--- config.mk ---
export PLATFORM = sky130hd
export DESIGN_NAME = deflate_tail_completeness_check
export DESIGN_NICKNAME = d
export VERILOG_FILES = /design/src/dtcc_pkg.sv /design/src/dtcc_bit_reader.sv /design/src/dtcc_walker.sv /design/src/deflate_tail_completeness_check.sv
export SDC_FILE = /design/constraint.sdc
export NUM_CORES = 1
export LEC_CHECK = 0
export ABC_AREA = 1
export BUFFER_PORTS_ARGS = -buffer_cell sky130_fd_sc_hd__buf_2
export CAP_MARGIN = 5
export CELL_PAD_IN_SITES_DETAIL_PLACEMENT = 0
export CELL_PAD_IN_SITES_GLOBAL_PLACEMENT = 1
export CORE_ASPECT_RATIO = 0.7
export CORE_MARGIN = 4
export CORE_UTILIZATION = 43
export CTS_CLUSTER_SIZE = 10
export DETAILED_ROUTE_END_ITERATION = 8
export PLACE_DENSITY_LB_ADDON = 0.1
export SETUP_SLACK_MARGIN = 0.02
export SKIP_CTS_REPAIR_TIMING = 1
export SLEW_MARGIN = 20
export SYNTH_ARGS = -nofsm -noshare
export SYNTH_HDL_FRONTEND = slang
export SYNTH_HIERARCHICAL = 1
export SYNTH_SLANG_ARGS = --single-unit
--- constraint.sdc ---
create_clock -name aclk -period 4.4 [get_ports aclk]
set_input_delay 0.88 -clock aclk [delete_from_list [all_inputs] [get_ports aclk]]
set_output_delay 0.88 -clock aclk [all_outputs]
set_load 0.005 [all_outputs]
--- src/dtcc_pkg.sv ---
// ----------------------------------------------------------------------------
// dtcc_pkg
// Types, codes and decode helpers for the deflate tail completeness check.
// ----------------------------------------------------------------------------
package dtcc_pkg;

    localparam int TAIL_W = 39;
    localparam int CNT_W  = 6;

    // Verdict codes
    localparam logic [1:0] VERDICT_INCOMPLETE = 2'd0;
    localparam logic [1:0] VERDICT_COMPLETE   = 2'd1;
    localparam logic [1:0] VERDICT_ERROR      = 2'd2;

    // Block types
    localparam logic [1:0] BTYPE_STORED   = 2'd0;
    localparam logic [1:0] BTYPE_FIXED    = 2'd1;
    localparam logic [1:0] BTYPE_DYNAMIC  = 2'd2;
    localparam logic [1:0] BTYPE_RESERVED = 2'd3;

    localparam logic [8:0]       SYM_END_OF_BLOCK = 9'd256;
    localparam logic [8:0]       SYM_LEN_MAX      = 9'd285;
    localparam logic [4:0]       DIST_CODE_MAX    = 5'd29;
    localparam logic [31:0]      STORED_EMPTY     = 32'hFFFF_0000;
    localparam logic [CNT_W-1:0] STORED_MIN_BITS  = 6'h20;

    // Bit reader control and status
    typedef struct packed {
        logic load;
        logic take;
    } rd_ctrl_t;

    typedef struct packed {
        logic              cur_bit;
        logic [CNT_W-1:0]  remain;
        logic [TAIL_W-1:0] word;
    } rd_stat_t;

    // Walker status toward the stream shell
    typedef struct packed {
        logic       idle;
        logic       done;
        logic [1:0] verdict;
    } walk_stat_t;

    typedef struct packed {
        logic       hit;
        logic [8:0] sym;
    } sym_match_t;

    // Fixed Huffman literal/length code lookup, code read MSB first
    function automatic sym_match_t fixed_sym(input logic [8:0] code,
                                             input logic [3:0] nbits);
        sym_match_t r;
        r.hit = 1'b0;
        r.sym = '0;
        if (nbits == 4'd7 && code <= 9'h017) begin
            r.hit = 1'b1;
            r.sym = code + 9'd256;
        end else if (nbits == 4'd8 && code >= 9'h030 && code <= 9'h0BF) begin
            r.hit = 1'b1;
            r.sym = code - 9'h030;
        end else if (nbits == 4'd8 && code >= 9'h0C0 && code <= 9'h0C7) begin
            r.hit = 1'b1;
            r.sym = 9'd280 + (code - 9'h0C0);
        end else if (nbits == 4'd9 && code >= 9'h190) begin
            r.hit = 1'b1;
            r.sym = 9'h090 + (code - 9'h190);
        end
        return r;
    endfunction

    // Extra bits after a length symbol
    function automatic logic [3:0] length_extra(input logic [8:0] sym);
        logic [4:0] li;
        li = 5'(sym - 9'd257);
        if (li < 5'd8 || li == 5'd28)
            return 4'd0;
        return 4'((li - 5'd4) >> 2);
    endfunction

    // Extra bits after a distance code
    function automatic logic [3:0] dist_extra(input logic [4:0] dc);
        if (dc < 5'd4)
            return 4'd0;
        return 4'((dc >> 1) - 5'd1);
    endfunction

endpackage

--- src/dtcc_bit_reader.sv ---
// ----------------------------------------------------------------------------
// dtcc_bit_reader
// Shared bit reader: holds the masked tail, shifts out one bit per take and
// tracks how many valid bits remain.
// ----------------------------------------------------------------------------
module dtcc_bit_reader (
    input  logic                             aclk,
    input  logic                             aresetn,
    input  dtcc_pkg::rd_ctrl_t               ctrl,
    input  logic [dtcc_pkg::TAIL_W-1:0]      tail_bits,
    input  logic [dtcc_pkg::CNT_W-1:0]       bit_count,
    output dtcc_pkg::rd_stat_t               stat
);
    import dtcc_pkg::*;

    logic [TAIL_W-1:0] word_reg;
    logic [CNT_W-1:0]  remain_reg;
    logic [TAIL_W-1:0] keep;

    // Clear bits at and above the count so a stored word sees zeros there
    always_comb begin
        for (int i = 0; i < TAIL_W; i++) begin
            keep[i] = 7'(i) < {1'b0, bit_count};
        end
    end

    // Load or shift
    always_ff @(posedge aclk) begin
        if (ctrl.load) begin
            word_reg <= tail_bits & keep;
        end else if (ctrl.take) begin
            word_reg <= {1'b0, word_reg[TAIL_W-1:1]};
        end
    end

    always_ff @(posedge aclk) begin
        if (!aresetn) begin
            remain_reg <= '0;
        end else if (ctrl.load) begin
            remain_reg <= bit_count;
        end else if (ctrl.take) begin
            remain_reg <= remain_reg - 1'b1;
        end
    end

    assign stat.cur_bit = word_reg[0];
    assign stat.remain  = remain_reg;
    assign stat.word    = word_reg;

endmodule

--- src/dtcc_walker.sv ---
// ----------------------------------------------------------------------------
// dtcc_walker
// Sequencer that walks block headers, stored words and fixed Huffman symbols
// at most one bit per cycle through the shared bit reader.
// ----------------------------------------------------------------------------
module dtcc_walker #(
    parameter int TAIL_LIMIT_BITS = 40
) (
    input  logic                             aclk,
    input  logic                             aresetn,
    input  logic                             start,
    input  logic [dtcc_pkg::CNT_W-1:0]       bit_count,
    input  logic                             out_free,
    input  dtcc_pkg::rd_stat_t               rd_stat,
    output dtcc_pkg::rd_ctrl_t               rd_ctrl,
    output dtcc_pkg::walk_stat_t             walk_stat
);
    import dtcc_pkg::*;

    localparam logic [CNT_W:0] LIMIT = (CNT_W + 1)'(TAIL_LIMIT_BITS);

    localparam logic [3:0] ST_IDLE   = 4'd0;
    localparam logic [3:0] ST_HDR    = 4'd1;
    localparam logic [3:0] ST_STORED = 4'd2;
    localparam logic [3:0] ST_PAD    = 4'd3;
    localparam logic [3:0] ST_CHECK  = 4'd4;
    localparam logic [3:0] ST_SYM    = 4'd5;
    localparam logic [3:0] ST_LEXT   = 4'd6;
    localparam logic [3:0] ST_DIST   = 4'd7;
    localparam logic [3:0] ST_DEXT   = 4'd8;
    localparam logic [3:0] ST_DONE   = 4'd9;

    logic [3:0] state_reg,   state_next;
    logic [3:0] cnt_reg,     cnt_next;
    logic [8:0] code_reg,    code_next;
    logic       fin_reg,     fin_next;
    logic       typ0_reg,    typ0_next;
    logic [1:0] verdict_reg, verdict_next;

    logic [8:0]  code_shift;
    logic [3:0]  nbits;
    sym_match_t  match;
    logic [1:0]  typ;
    logic        empty;

    assign empty      = (rd_stat.remain == '0);
    assign code_shift = {code_reg[7:0], rd_stat.cur_bit};
    assign nbits      = cnt_reg + 4'd1;
    assign match      = fixed_sym(code_shift, nbits);
    assign typ        = {rd_stat.cur_bit, typ0_reg};

    // Next state
    always_comb begin
        state_next   = state_reg;
        cnt_next     = cnt_reg;
        code_next    = code_reg;
        fin_next     = fin_reg;
        typ0_next    = typ0_reg;
        verdict_next = verdict_reg;
        rd_ctrl      = '0;

        unique case (state_reg)
            ST_IDLE: begin
                if (start) begin
                    rd_ctrl.load = 1'b1;
                    cnt_next     = '0;
                    if (bit_count == '0 || {1'b0, bit_count} >= LIMIT) begin
                        verdict_next = VERDICT_INCOMPLETE;
                        state_next   = ST_DONE;
                    end else begin
                        state_next = ST_HDR;
                    end
                end
            end

            // BFINAL then BTYPE, LSB first
            ST_HDR: begin
                if (empty) begin
                    verdict_next = VERDICT_INCOMPLETE;
                    state_next   = ST_DONE;
                end else begin
                    rd_ctrl.take = 1'b1;
                    cnt_next     = cnt_reg + 4'd1;
                    if (cnt_reg == 4'd0) begin
                        fin_next = rd_stat.cur_bit;
                    end else if (cnt_reg == 4'd1) begin
                        typ0_next = rd_stat.cur_bit;
                    end else begin
                        cnt_next  = '0;
                        code_next = '0;
                        unique case (typ)
                            BTYPE_RESERVED: begin
                                verdict_next = VERDICT_ERROR;
                                state_next   = ST_DONE;
                            end
                            BTYPE_DYNAMIC: begin
                                verdict_next = VERDICT_INCOMPLETE;
                                state_next   = ST_DONE;
                            end
                            BTYPE_STORED: state_next = ST_STORED;
                            BTYPE_FIXED:  state_next = ST_SYM;
                        endcase
                    end
                end
            end

            // Need at least LEN/NLEN; skip up to the byte boundary
            ST_STORED: begin
                if (rd_stat.remain < STORED_MIN_BITS) begin
                    verdict_next = VERDICT_INCOMPLETE;
                    state_next   = ST_DONE;
                end else begin
                    cnt_next   = {1'b0, rd_stat.remain[2:0]};
                    state_next = ST_PAD;
                end
            end

            ST_PAD: begin
                if (cnt_reg == '0) begin
                    state_next = ST_CHECK;
                end else begin
                    rd_ctrl.take = 1'b1;
                    cnt_next     = cnt_reg - 4'd1;
                end
            end

            // Remaining bits form one word; upper bits must be zero for a match
            ST_CHECK: begin
                state_next = ST_DONE;
                if (rd_stat.word[TAIL_W-1:32] != '0 ||
                    rd_stat.word[15:0] != ~rd_stat.word[31:16]) begin
                    verdict_next = VERDICT_ERROR;
                end else if (rd_stat.word[31:0] == STORED_EMPTY) begin
                    verdict_next = VERDICT_COMPLETE;
                end else begin
                    verdict_next = VERDICT_INCOMPLETE;
                end
            end

            // Literal/length code, MSB first
            ST_SYM: begin
                if (empty) begin
                    verdict_next = VERDICT_INCOMPLETE;
                    state_next   = ST_DONE;
                end else begin
                    rd_ctrl.take = 1'b1;
                    if (match.hit) begin
                        code_next = '0;
                        cnt_next  = '0;
                        if (match.sym == SYM_END_OF_BLOCK) begin
                            if (fin_reg) begin
                                verdict_next = VERDICT_COMPLETE;
                                state_next   = ST_DONE;
                            end else begin
                                state_next = ST_HDR;
                            end
                        end else if (match.sym > SYM_LEN_MAX) begin
                            verdict_next = VERDICT_ERROR;
                            state_next   = ST_DONE;
                        end else if (match.sym > SYM_END_OF_BLOCK) begin
                            cnt_next   = length_extra(match.sym);
                            state_next = ST_LEXT;
                        end
                    end else if (nbits == 4'd9) begin
                        verdict_next = VERDICT_ERROR;
                        state_next   = ST_DONE;
                    end else begin
                        code_next = code_shift;
                        cnt_next  = nbits;
                    end
                end
            end

            ST_LEXT: begin
                if (cnt_reg == '0) begin
                    code_next  = '0;
                    state_next = ST_DIST;
                end else if (empty) begin
                    verdict_next = VERDICT_INCOMPLETE;
                    state_next   = ST_DONE;
                end else begin
                    rd_ctrl.take = 1'b1;
                    cnt_next     = cnt_reg - 4'd1;
                end
            end

            // Five-bit distance code, MSB first
            ST_DIST: begin
                if (empty) begin
                    verdict_next = VERDICT_INCOMPLETE;
                    state_next   = ST_DONE;
                end else begin
                    rd_ctrl.take = 1'b1;
                    code_next    = code_shift;
                    cnt_next     = nbits;
                    if (cnt_reg == 4'd4) begin
                        if (code_shift[4:0] > DIST_CODE_MAX) begin
                            verdict_next = VERDICT_ERROR;
                            state_next   = ST_DONE;
                        end else begin
                            cnt_next   = dist_extra(code_shift[4:0]);
                            state_next = ST_DEXT;
                        end
                    end
                end
            end

            ST_DEXT: begin
                if (cnt_reg == '0) begin
                    code_next  = '0;
                    state_next = ST_SYM;
                end else if (empty) begin
                    verdict_next = VERDICT_INCOMPLETE;
                    state_next   = ST_DONE;
                end else begin
                    rd_ctrl.take = 1'b1;
                    cnt_next     = cnt_reg - 4'd1;
                end
            end

            // Hold the verdict until the output register can take it
            ST_DONE: begin
                if (out_free) begin
                    state_next = ST_IDLE;
                end
            end

            default: state_next = ST_IDLE;
        endcase
    end

    always_ff @(posedge aclk) begin
        if (!aresetn) begin
            state_reg <= ST_IDLE;
        end else begin
            state_reg <= state_next;
        end
    end

    always_ff @(posedge aclk) begin
        cnt_reg     <= cnt_next;
        code_reg    <= code_next;
        fin_reg     <= fin_next;
        typ0_reg    <= typ0_next;
        verdict_reg <= verdict_next;
    end

    assign walk_stat.idle    = (state_reg == ST_IDLE);
    assign walk_stat.done    = (state_reg == ST_DONE) && out_free;
    assign walk_stat.verdict = verdict_reg;

endmodule

--- src/deflate_tail_completeness_check.sv ---
// ----------------------------------------------------------------------------
// deflate_tail_completeness_check
// Judges whether the leftover tail bits of a deflate stream end in complete
// final blocks, need more data, or are malformed.
//
//  channel | dir | tdata fields (low bit up)                 | tuser
//  s_      | in  | tail_bits[38:0], bit_count[44:39], pad    | none
//  m_      | out | verdict[1:0], pad                          | none
//
//  The walker reads tail bits through the shared bit reader, at most one
//  bit per cycle. An item passes through a load, the bit reads, an extra
//  step after the extra bits of each length and each distance, the closing
//  states and a done state. Input is accepted only while the walker is idle.
//  The result sits in an output register, so a new item may enter while the
//  previous verdict waits. A finished verdict holds in the walker while that
//  register is full.
//  Reset (aresetn low, synchronous) returns the walker to idle and empties
//  the output register.
// ----------------------------------------------------------------------------
module deflate_tail_completeness_check #(
    parameter int TAIL_LIMIT_BITS = 40
) (
    input  logic        aclk,
    input  logic        aresetn,
    input  logic        s_tvalid,
    output logic        s_tready,
    input  logic [47:0] s_tdata,   // tail_bits[38:0], bit_count[44:39], zeros
    output logic        m_tvalid,
    input  logic        m_tready,
    output logic [7:0]  m_tdata    // verdict[1:0], zeros
);
    import dtcc_pkg::*;

    rd_ctrl_t   rd_ctrl;
    rd_stat_t   rd_stat;
    walk_stat_t walk_stat;

    logic              start;
    logic              out_free;
    logic              out_valid_reg;
    logic [1:0]        out_verdict_reg;
    logic [TAIL_W-1:0] tail_bits;
    logic [CNT_W-1:0]  bit_count;

    assign tail_bits = s_tdata[TAIL_W-1:0];
    assign bit_count = s_tdata[TAIL_W+CNT_W-1:TAIL_W];
    assign s_tready  = walk_stat.idle;
    assign start     = s_tvalid && walk_stat.idle;
    assign out_free  = !out_valid_reg || m_tready;

    dtcc_bit_reader u_reader (
        .aclk      (aclk),
        .aresetn   (aresetn),
        .ctrl      (rd_ctrl),
        .tail_bits (tail_bits),
        .bit_count (bit_count),
        .stat      (rd_stat)
    );

    dtcc_walker #(
        .TAIL_LIMIT_BITS (TAIL_LIMIT_BITS)
    ) u_walker (
        .aclk      (aclk),
        .aresetn   (aresetn),
        .start     (start),
        .bit_count (bit_count),
        .out_free  (out_free),
        .rd_stat   (rd_stat),
        .rd_ctrl   (rd_ctrl),
        .walk_stat (walk_stat)
    );

    // Output register
    always_ff @(posedge aclk) begin
        if (!aresetn) begin
            out_valid_reg <= 1'b0;
        end else if (walk_stat.done) begin
            out_valid_reg <= 1'b1;
        end else if (m_tready) begin
            out_valid_reg <= 1'b0;
        end
    end

    always_ff @(posedge aclk) begin
        if (walk_stat.done) begin
            out_verdict_reg <= walk_stat.verdict;
        end
    end

    assign m_tvalid = out_valid_reg;
    assign m_tdata  = {6'b0, out_verdict_reg};

endmodule

==> results of run 1 <==
## through the flow
| step | setup WS [ps] | util |
|---|---|---|
| after global routing | 868.4 | 0.4933 |
| after floorplan | 870.1 | - |
| final | 1245 | 0.4933 |
| after CTS | 1272 | 0.4933 |
| after global placement | 1331 | 0.4697 |
| after detailed placement | 1288 | 0.4697 |
## per-layer routing
metal | vias to the layer above | share of wire
li1 | 2606 | -
met1 | 2469 | 0.54
met2 | 227 | 0.38
met3 | 17 | 0.081
met4 | 0 | 0.0087
met5 | - | 0
## worst max-delay path, delay by kind of cell (launching register included)
kind	cells	cell delay (ps)
AND/OR/NAND/NOR	10	1460
flip-flops	1	560
buffers and inverters	4	490
adder cells (fa/ha/maj)	1	200
AO/OA/AOI/OAI	1	90
## worst min path at each step
stage	cells past startpoint	slack [ps]	to	from
2_1_floorplan	0	400	out_verdict_reg[0]	u_walker/verdict_reg[0]
3_3_place_gp	0	410	out_verdict_reg[0]	u_walker/verdict_reg[0]
3_5_place_dp	0	410	out_verdict_reg[1]	u_walker/verdict_reg[1]
4_1_cts	0	420	out_verdict_reg[0]	u_walker/verdict_reg[0]
5_1_grt	0	430	out_verdict_reg[1]	u_walker/verdict_reg[1]
6_report	0	420	out_verdict_reg[1]	u_walker/verdict_reg[1]
## area by class of cell
class | instances | share of cell area
Clock buffer | 9 | 0.03676
Inverter | 108 | 0.06698
Clock inverter | 7 | 0.01103
Sequential cell | 68 | 0.3153
Timing Repair Buffer | 56 | 0.04738
Tap cell | 162 | 0.03308
Multi-Input combinational cell | 560 | 0.4895
## cells in the mapped netlist (10+ instances only)
master / count
a21oi_1: 20
edfxtp_1: 57
xnor2_1: 12
inv_1: 97
dfxtp_1: 11
nor2_1: 88
o21ai_0: 33
nand2_2: 15
ha_1: 21
buf_4: 10
nand4_1: 20
nor4_1: 13
o211ai_1: 10
nand2_1: 182
nand3_1: 58
## power breakdown
group          internal, µW  switching [µW]
clock                   435             285
sequential             1230             408
combinational           752            1580
total                  2420            2270
## cell families (layout without fill, tap and decap cells)
| logic type | after synthesis | count (layout) |
|---|---|---|
| xor+xnor | 15 | 15 |
| simple gates | 416 | 416 |
| compound gates | 102 | 102 |
| other cells | 1 | 6 |
| buf+inv | 129 | 180 |
| flops | 68 | 68 |
| fa+ha+maj | 21 | 21 |
==> key figures, run 1 <==
Synth
  • Sequential fraction of the synthesis area: 0.3541
  • Post-synthesis mux area share: 0
  • Top_reg_cell synth: edfxtp_1
  • Synth top area cells: edfxtp_1 31%, nand2_1 13%, inv_1 6.7%
  • EDFF count, synth: 57
  • Synth cell types: 50
  • Mapped Area: 0.005455 mm²
  • Async SR Flop Fraction: 0
  • Post-synthesis adder-cell area fraction: 0.04817
  • Number of synthesized register bits: around 70
  • Synth Area in Compound Gates: 0.1172
  • Largest family of logic cells by synthesized area: simple AND/OR/NAND/NOR gates
  • Avg Cell Area, Syn: just over 7 µm²
  • Yosys warns: 6
  • Post-synthesis cell count: between 700 and 800
  • Post-synthesis xor/xnor area fraction: 0.02408
  • Synth area leader: edfxtp_1
  • Simple-Gate Fraction of Synth Area: 0.3550
  • Synth top area share: 0.3138

Global route
  • Initial antenna violation count: 0
  • Met2 Track Usage GR: 0.2872
  • GR Util met3: 0.04771
  • Total grt overflow: 0
  • First-pass GRT wire length: 25.86 mm
  • Met1 layer usage reported by global route: 0.3902
  • GRT Overall Usage: 0.2292
  • Largest net degree at the start of global routing: 42
  • Global route hottest layer: met1
  • Vias in the first global route: around 4900

Worst setup path
  • Reg2reg path depth: 16
  • CP Data Required Time: about 4400 ps
  • CP Class: reg2reg
  • Slowest-stage cell, CP: nor3_1
  • CP peak stage delay: 570 ps
  • R2r endpoint: u_walker/cnt_reg[3]
  • CP Capture Type: flip-flop
  • Crit path max fanout: 9
  • Arrival time worst endpoint: 3120 ps
  • Critical Path Start: u_walker/code_reg[3]
  • Setup crit end: u_walker/cnt_reg[3]
  • Reg2Reg Setup Slack: 1250 ps
  • Worst r2r src: u_walker/code_reg[3]
  • CP Launch Type: flip-flop
  • CP Cell Sequence: inv_1, ha_1, inv_1, nor2_1, nand2_1, nand2_1, inv_1, nand2_1, nand2_1, nor2_2, nor2_2, nand2_4, nor2_1, inv_1, o22ai_1, nor3_1

Detailed routing
  • Residual DRC: 0
  • Drt initial violations: 602
  • Avg WL per Cell: ~17 µm
  • Routed vias: approximately 5300
  • First drt pass iteration count: 5
  • WL final: roughly 16 mm
  • Routed Antenna Nets: 0
  • DR vias/cell: around 5.5

Floorplan
  • Die area: approximately 0.015 mm²
  • Die Ht: roughly 100 µm
  • Core area: around 0.012 mm²
  • FP Rows: 34
  • Initial core utilization: 0.4392
  • IO Pins: 62
  • Die W: 142.6 µm

Layout
  • Commonest non-fill, non-tap cell in the layout: nand2_1
  • Final cell count without fillers: 970
  • Post-route cell area: roughly 0.006 mm²
  • Number of diodes: 0
  • Max reg flops: 39
  • P&R area growth vs syn: 12.32%
  • Share of cells above drive strength 1: 0.1671
  • Register cell area after layout: between 0.0015 and 0.002 mm²
  • Nets: about 900
  • Multi-input logic area: ~0.003 mm²
  • Commonest cells after routing, fill and taps aside: 182 x nand2_1, 97 x inv_1, 88 x nor2_1, 58 x nand3_1, 57 x edfxtp_1
  • Fill cells: around 1200

Timing
  • Worst Skew: 7.030 ps
  • Final min period: around 3200 ps
  • Count of final setup violators: 0
  • Setup TNS: 0 ps
  • Slew headroom: 0.3723
  • Fin crit share: 0.7170
  • Actual slew at the worst max-slew pin: around 940 ps
  • Unrepaired setup endpoints after global routing: false
  • Final hold violation count: 0
  • Slew Limit Fails: 0
  • Fmax: ~320 MHz
  • Worst hold slack: around 420 ps

Placed design
  • Placed instance count: around 950
  • Placed instance area: 0.005834 mm²
  • Number of port buffers: 52
  • Final Wtd Congestion: between 0.9 and 1
  • Post-DP HPWL: between 10 and 15 mm

Power and ir drop
  • Power Density: 765.6 mW/mm²
  • Static Leakage: 0.002831 µW
  • VDD IR-drop max: around 410 µV
  • Tot Pwr: 4691 µW

Hold path
  • Hold Path Class: reg2reg

Clocking
  • Clock buffer depth: 2
  • Clock-pin transition on the worst setup and hold timing paths: approximately 60 ps
  • CTS tree: done
  • Clock latency on the worst-skew pair: between 300 and 400 ps
  • Clock buffer count from CTS: 9
  • Clock Sinks: between 60 and 70
  • Root buffer cell: clkbuf_16
  • H-Tree Level Count: 3

Outcome
  • Outcome: finished, final reports clean

Job
  • Max cap viols: 0
No activity file was read; power rests on OpenSTA's default activity.
==> run 2: changes to the inputs <==
Clock period 4.4 ns to 2.95 ns, I/O delays scaled along.
==> key figures, run 2 (synthesis gave the netlist of run 1 again) <==
Clocking
  • Clock Sinks: slightly below 70
  • Clock-pin transition on the worst setup and hold timing paths: ~60 ps
  • Clock buffer depth: 2
  • Root buffer cell: clkbuf_16
  • CTS tree: done
  • Clock latency on the worst-skew pair: approximately 330 ps
  • H-Tree Level Count: 3
  • Clock buffer count from CTS: 9

Timing
  • Final min period: between 2000 and 3000 ps
  • Actual slew at the worst max-slew pin: between 600 and 700 ps
  • Worst Skew: about 8.9 ps
  • Unrepaired setup endpoints after global routing: true
  • Fmax: roughly 360 MHz
  • Slew Limit Fails: 0
  • Fin crit share: 0.9439
  • Count of final setup violators: 0
  • Slew headroom: 0.5918
  • Final hold violation count: 0

Floorplan
  • FP Rows: 34
  • IO Pins: 62
  • Core area: 0.01242 mm²
  • Die Ht: around 100 µm
  • Die W: 142.6 µm
  • Die area: roughly 0.015 mm²
  • Initial core utilization: 0.4392

Worst setup path
  • CP Capture Type: flip-flop
  • CP most frequent cell: nor2_1
  • CP Data Required Time: 3020 ps
  • CP Cell Sequence: inv_2, nor2_1, a22oi_1, nor2_1, nor2_1, nor3_1, o2111ai_1, o21bai_1
  • CP peak stage delay: around 630 ps
  • CP Launch Type: flip-flop
  • Slowest-stage cell, CP: edfxtp_1
  • Reg2Reg Setup Slack: about 170 ps
  • CP Class: reg2reg
  • Worst r2r src: u_reader/word_reg[0]
  • Crit path max fanout: 9
  • Reg2reg path depth: 8
  • Arrival time worst endpoint: 2860 ps
  • R2r endpoint: u_walker/cnt_reg[2]

Power and ir drop
  • Static Leakage: about 0.0029 µW
  • Sequential share of power: 0.322
  • VDD IR-drop max: 509.2 µV
  • Power Density: 1170 mW/mm²
  • Clk network pwr share: 0.161
  • Switching share of power: 0.4679
  • Tot Pwr: around 7400 µW
  • Combinational Power Share: 0.517
  • Psw: between 3000 and 4000 µW
  • Cell Int Power: between 3000 and 4000 µW

Outcome
  • Outcome: finished, final reports clean

Global route
  • Vias in the first global route: between 4000 and 5000
  • First-pass GRT wire length: 26.36 mm
  • Largest net degree at the start of global routing: 23
  • GRT Overall Usage: 0.2336
  • Total grt overflow: 0
  • Initial antenna violation count: 0

Hold path
  • Hold Crit Depth: 0
  • Hold Path Class: reg2reg
  • Hold Path End: out_verdict_reg[1]
  • Hold_sp: u_walker/verdict_reg[1]

Placed design
  • Post-DP HPWL: approximately 13 mm
  • Placed instance count: a little under 1000
  • Final Wtd Congestion: between 0.9 and 1
  • Number of port buffers: 52

Layout
  • Max reg flops: 39
  • Commonest cells after routing, fill and taps aside: 182 x nand2_1, 96 x inv_1, 88 x nor2_1, 58 x nand3_1, 57 x edfxtp_1
  • P&R area growth vs syn: 15.89%
  • Final cell count without fillers: just under 1000
  • Commonest non-fill, non-tap cell in the layout: nand2_1
  • Number of diodes: 0
  • Nets: between 800 and 900
  • Share of cells above drive strength 1: 0.1855

Detailed routing
  • Drt initial violations: roughly 580
  • Residual DRC: 0
  • First drt pass iteration count: 5
  • Routed vias: roughly 5400
  • Routed Antenna Nets: 0
  • WL final: ~17 mm
  • DR vias/cell: between 5 and 6
  • Avg WL per Cell: 17.22 µm

Job
  • Max cap viols: 0
==> run 2: cell count changes in the layout (fill, tap and decap cells not counted), sizes merged <==
cell      before  now
buf           56   73
clkbuf         9   10
inv          107  108
bufinv         1    2
clkinvlp       3    0
==> run 2: cell type report <==
type	count	area (µm²)
Clock buffer	10	239.0
Clock inverter	6	86.33
Fill cell	1236	6100
Inverter	108	410.4
Multi-Input combinational cell	560	3009
Sequential cell	68	1932
Tap cell	162	202.7
Timing Repair Buffer	73	442.9
==> run 2: routing by layer <==
| metal | track usage | vias to the layer above | share of wire |
|---|---|---|---|
| met5 | 0 | - | 0 |
| met4 | 0.03214 | 0 | 0.0049 |
| met3 | 0.06221 | 9 | 0.086 |
| met2 | 0.2962 | 219 | 0.38 |
| met1 | 0.3907 | 2562 | 0.53 |
| li1 | - | 2639 | - |
==> run 2: how the worst max path moves through the flow <==
stage / startpoint / to / slack (ps) / cells after the start
after floorplan: u_walker/code_reg[3] / u_walker/code_reg[0] / 200 / 16
after global placement: u_walker/code_reg[3] / u_walker/cnt_reg[2] / 200 / 21
after detailed placement: u_walker/code_reg[3] / u_walker/cnt_reg[2] / 100 / 21
after CTS: u_walker/code_reg[3] / u_walker/cnt_reg[2] / 90 / 21
after global routing: u_walker/code_reg[3] / u_walker/cnt_reg[2] / -6 / 21
final: u_reader/word_reg[0] / u_walker/cnt_reg[2] / 170 / 8
==> run 2: power by group through the flow <==
stage | clock [µW] | sequential, µW | combinational, µW
2_1_floorplan | 0 | 2180 | 2660
3_3_place_gp | 0 | 2370 | 3700
3_5_place_dp | 0 | 2370 | 3740
4_1_cts | 1210 | 2360 | 3760
5_1_grt | 1250 | 2440 | 4270
6_report | 1190 | 2380 | 3830
==> run 2: critical path, delay by kind of cell (launching register included) <==
family,cells,cell delay (ps)
simple gates,4,1070
compound gates,3,630
flops,1,630
buf+inv,1,180
==> run 2: stage by stage <==
stage / setup TNS (ps) / instance area [µm²] / worst slack [ps] / util / hold WS (ps)
after floorplan: 0 / 5480 / 200.3 / - / 400.3
after global placement: 0 / 5972 / 201.0 / 0.4808 / 406.8
after detailed placement: 0 / 5972 / 102.5 / 0.4808 / 411.1
after CTS: 0 / 6297 / 86.53 / 0.5070 / 424.7
after global routing: -5.729 / 6322 / -5.729 / 0.5090 / 438.7
final: 0 / 6322 / 165.6 / 0.5090 / 421.7
